--- config.mk ---
export PLATFORM = sky130hd
export DESIGN_NAME = tnop_div_cell
export DESIGN_NICKNAME = d
export VERILOG_FILES = /design/src/rtl/core/tnop_pkg.sv /design/src/rtl/core/tnop_div_cell.sv
export SDC_FILE = /design/constraint.sdc
export NUM_CORES = 1
export LEC_CHECK = 0
export BUFFER_PORTS_ARGS = -buffer_cell sky130_fd_sc_hd__buf_2
export CAP_MARGIN = 0
export CORE_AREA = 2 2 154 156
export CTS_BUF_LIST = sky130_fd_sc_hd__clkbuf_8 sky130_fd_sc_hd__clkbuf_16
export DETAILED_ROUTE_END_ITERATION = 7
export DIE_AREA = 0 0 156 158
export PLACE_DENSITY = 0.78
export REMOVE_ABC_BUFFERS = 1
export SETUP_SLACK_MARGIN = 0.2
export SYNTH_ARGS = -nofsm -noshare
export SYNTH_HDL_FRONTEND = slang
export SYNTH_SLANG_ARGS = --single-unit
--- constraint.sdc ---
create_clock -name clk -period 2.87 [get_ports clk]
set_input_delay 0.1435 -clock clk [delete_from_list [all_inputs] [get_ports clk]]
set_output_delay 0.1435 -clock clk [all_outputs]
set_load 0.02 [all_outputs]
--- src/rtl/core/tnop_pkg.sv ---
// Package for the triangle normal octahedral packer: widths, beat layouts and shared types.
`timescale 1ns / 1ps
`default_nettype none
package tnop_pkg;

  localparam int CoordBits = 16;
  localparam int EdgeW     = CoordBits + 1;
  localparam int ProdW     = 2 * EdgeW;
  localparam int NormW     = ProdW + 1;
  localparam int SumW      = ProdW + 1;
  localparam int TermW     = SumW + 1;
  localparam int RemW      = SumW + 9;
  localparam int CodeW     = 8;
  localparam int NumCells  = CodeW;
  localparam int InDataW   = 9 * CoordBits;

  typedef enum logic [1:0] {
    KIND_NONE    = 2'd0,
    KIND_FLOOR   = 2'd1,
    KIND_CEILING = 2'd2,
    KIND_UNUSED  = 2'd3
  } flat_kind_t;

  // One beat travelling down the divider chain.
  typedef struct packed {
    logic             valid;
    logic [RemW-1:0]  rem_u;
    logic [RemW-1:0]  rem_v;
    logic [RemW-1:0]  dsh;
    logic [CodeW-1:0] q_u;
    logic [CodeW-1:0] q_v;
    logic             flip;
    logic             degen;
  } cell_t;

endpackage
`default_nettype wire

--- src/rtl/core/tnop_div_cell.sv ---
// One cell of the divider chain: settles one quotient bit of both codes per beat.
`timescale 1ns / 1ps
`default_nettype none
module tnop_div_cell (
  input  wire logic            clk,
  input  wire logic            rst,
  input  wire logic            en,
  input  wire tnop_pkg::cell_t din,
  output tnop_pkg::cell_t      dout
);
  import tnop_pkg::*;

  logic [RemW:0] diff_u;
  logic [RemW:0] diff_v;
  cell_t         res;

  always_comb begin
    diff_u = {1'b0, din.rem_u} - {1'b0, din.dsh};
    diff_v = {1'b0, din.rem_v} - {1'b0, din.dsh};
    res    = din;
    // A clear borrow bit means the shifted divisor fits into the remainder.
    res.rem_u = diff_u[RemW] ? din.rem_u : diff_u[RemW-1:0];
    res.rem_v = diff_v[RemW] ? din.rem_v : diff_v[RemW-1:0];
    res.q_u   = {din.q_u[CodeW-2:0], ~diff_u[RemW]};
    res.q_v   = {din.q_v[CodeW-2:0], ~diff_v[RemW]};
    res.dsh   = din.dsh >> 1;
  end

  always_ff @(posedge clk) begin
    if (rst) begin
      dout.valid <= 1'b0;
    end else if (en) begin
      dout.valid <= din.valid;
    end
    if (en) begin
      dout.rem_u <= res.rem_u;
      dout.rem_v <= res.rem_v;
      dout.dsh   <= res.dsh;
      dout.q_u   <= res.q_u;
      dout.q_v   <= res.q_v;
      dout.flip  <= res.flip;
      dout.degen <= res.degen;
    end
  end

endmodule
`default_nettype wire

==> results.toml <==
[global_route]
grt_antenna_before_repair = 3
grt_overflow_total = 0
grt_pass1_wl_um = 53400
grt_usage_pct = 27.8
grt_pass1_vias = 10168
grt_start_max_net_pins = 71

[critical_path]
slowest_delay_ns = 0.40
rrSetupSlack_ns = 1.74
crit_required_ns = 3.04
critical_path.endpoint_type = "flip-flop"
r2r-start = "dout[150]$_SDFFE_PP0P_"
worstPathArrival_ns = 2.81
path_class = "in2reg"
r2r-end = "dout[150]$_SDFFE_PP0P_"
ff2ff_path_depth = 3
critPathLaunchType = "input port"
crit_end = "dout[66]$_DFFE_PP_"
crit_path_top_delay_cell = "a2111oi_4"
crit_path_start = "din[62]"
worstPathCellList = "buf_8 -> inv_4 -> ha_4 -> fa_2 -> nand2b_4 -> a21o_1 -> a211o_4 -> a2111oi_4 -> o21ai_2 -> nand4_1 -> and2_4 -> buf_12 -> mux2_4"
crit_fanout = 7

[routing]
drtIter0Drc = 936
routed_wirelength_um = 35900
wl_met2_um = 17300
drc = 0
via_per_inst = 5.60
routed-wl-met3_um = 2620
vias = 10777
antenna_left = 0
wl_per_cell_um = 18.6
drt-pass1-iter-count = 7
m1WireLength_um = 15200
highest_layer = "met5"

[synth]
synth_area_mm2 = 0.0111
synth_warnings = 0
ys_ff_latch = 150
synth_top_cell_by_area = "edfxtp_1"
syn_avg_cell_area_um2 = 9.73
synth-async-reset-ratio_pct = 0
ys_seq_area_share_pct = 40.5
ys_types = 77
synth_top_area_share_pct = 40.3
ys_top_cells_by_area = "edfxtp_1 (40%), ha_1 (9.9%), a21oi_1 (5.6%), nor2_1 (3.7%), xnor2_1 (3.6%)"
syn_inst = 1140
ys.flop_type = "edfxtp_1"
synth_edf_count = 149

[placement]
dp.cells = 1822
hpwl_um = 27700
io_buffers = 301
globalplace.congestion = 0.937
pre_cts_ws_ns = -0.299

[clocking]
clk_pin_slew_ns = 0.07
clkSinkCount = 150
clockRootBuffer = "clkbuf_16"
cts_tree = "built"
cts_buffers = 17
h-tree-depth = 4
cts_buffer_depth = 2
insertion_delay_ns = 0.42

[cells_and_area]
finalNonFillerCells = 1926
syn_to_final_growth_pct = 38.2
nNetsFinal = 1865
largestRegisters = "dout: 150 flops"
drive_gt1_share_pct = 34.3
largest_reg_flops = 150
regMostFlops = "dout"

[run]
maxCapViolCount = 0

[die]
rows = 56
dieHeight_um = 158
initial_utilization_pct = 48.1
die_w_um = 156
die-area_mm2 = 0.0246
top_level_ports = 305
core_area_mm2 = 0.0231

[power_and_ir_drop]
p_leak_uw = 0.00690
power_density_mw_per_mm2 = 523
vdd_drop_max_mv = 0.383

[timing]
period_share_pct = 92.2
hold_viol_final = 0
worst_slack_ns = 0.224
finalMaxSlewViolations = 0
setup_viol = 0
clock-skew-final_ns = 0
timing.fmax_mhz = 378
min_period_ns = 2.65
tightestPinTransition_ns = 0.704
rsz0062_at_grt = "yes"
max_slew_margin_pct = 52.6

[hold_path]
hold_path.class = "in2reg"

[status]
outcome = "complete, no violations"
synthesized netlist by cell type, types with 10 or more instances:
cell	number
mux2_1	32
xor2_1	25
nor2_1	109
inv_1	75
o211ai_1	17
ha_1	88
buf_6	10
a21oi_1	124
nand2b_1	10
o21ai_1	17
o21bai_1	13
edfxtp_1	149
clkbuf_1	30
nand2_1	77
o21ai_0	42
xnor2_1	46
nor3_1	24
a21o_1	34
a21oi_2	20
nand3_1	25
nand4_1	17
repair_timing:
action                                  4_1_cts  5_1_grt
endpoints found under the hold margin        58        0
cloned                                        0        3
hold buffers                                 59        0
pin swaps                                     4       21
endpoints found under the setup margin       50       78
resized for setup                             3       39
buffers inserted                              1        7
how the worst min path moves through the flow:
stage | startpoint | endpoint | slack, ns | depth (start not counted)
finish | din[114] | dout[114]$_DFFE_PP_ | 0.03 | 2
global route | din[38] | dout[37]$_DFFE_PP_ | 0.02 | 2
CTS | din[114] | dout[114]$_DFFE_PP_ | 0.02 | 2
detailed placement | rst | dout[150]$_SDFFE_PP0P_ | 0.30 | 2
global placement | rst | dout[150]$_SDFFE_PP0P_ | 0.30 | 2
floorplan | rst | dout[150]$_SDFFE_PP0P_ | 0.22 | 1
logic make-up after synthesis:
logic type | Yosys count | share of synthesized area [%]
XOR/XNOR | 71 | 5.61
buffers and inverters | 127 | 5.13
multiplexers | 42 | 4.52
adder cells (fa/ha/maj) | 90 | 10.3
AND/OR/NAND/NOR | 312 | 13.2
flip-flops | 150 | 40.5
AO/OA/AOI/OAI | 347 | 20.7
other | 1 | 0.0338
worst max-delay path: cells and delay by family:
family                   cells  cell delay, ns
AND/OR/NAND/NOR              3            0.50
AO/OA/AOI/OAI                4            1.07
buffers and inverters        3            0.26
adder cells (fa/ha/maj)      2            0.51
multiplexers                 1            0.30
per-layer routing:
metal	global-route usage (%)	up-vias
met5	0	-
met4	7.34	4
met3	4.05	58
met2	47.2	477
met1	37.3	5059
li1	-	5179
report_power, final:
| part | internal [µW] | switching (µW) | total (µW) |
|---|---|---|---|
| Clock | 1290 | 970 | 2260 |
| Combinational | 1260 | 1680 | 2940 |
| Sequential | 2730 | 75.0 | 2810 |
| Total | 5280 | 2730 | 8010 |
cell type report:
type	instances	area, µm²
diodes	2	5.00
clock buffers	17	425
clock inverters	15	154
fillers	1826	7730
inverters	77	292
multi-input cells	863	6170
flip-flops and latches	150	4490
well taps	290	363
repair buffers	512	3420
cell usage in the layout (no fill, tap or decap), drive strengths merged, types with 4 or more instances in the layout:
cell type and count:
buf 451, edfxtp 149, a21oi 144, nor2 109, ha 88, inv 81, nand2 78, dlygate4sd3 59
o21ai 59, xnor2 46, mux2 41, a21o 34, nand3 25, xor2 25, nor3 24, clkbuf 19
nand4 17, o211ai 17, o21bai 13, a31oi 10, nand2b 10, and3 9, nor2b 9, a211oi 9
clkinv 8, a21boi 8, o21a 7, or3 6, and2 6, a31o 6, o31ai 5, and4 4
nor4 4, a221oi 4, or2 4, a211o 4
per-stage QoR:
stage	instance area [µm²]	total power [µW]	hold slack, ns	setup TNS (ns)	utilization (%)
final	15300	8010	0.0320	0	66.5
after detailed placement	13800	5580	0.305	-19.11	60.1
after CTS	15000	7910	0.0178	0	65.2
after global placement	13800	5530	0.301	-15.93	60.1
after global routing	15300	8350	0.0173	0	66.5
after floorplan	10800	4490	0.216	-60.25	-
(Power assumes the default switching activity.)
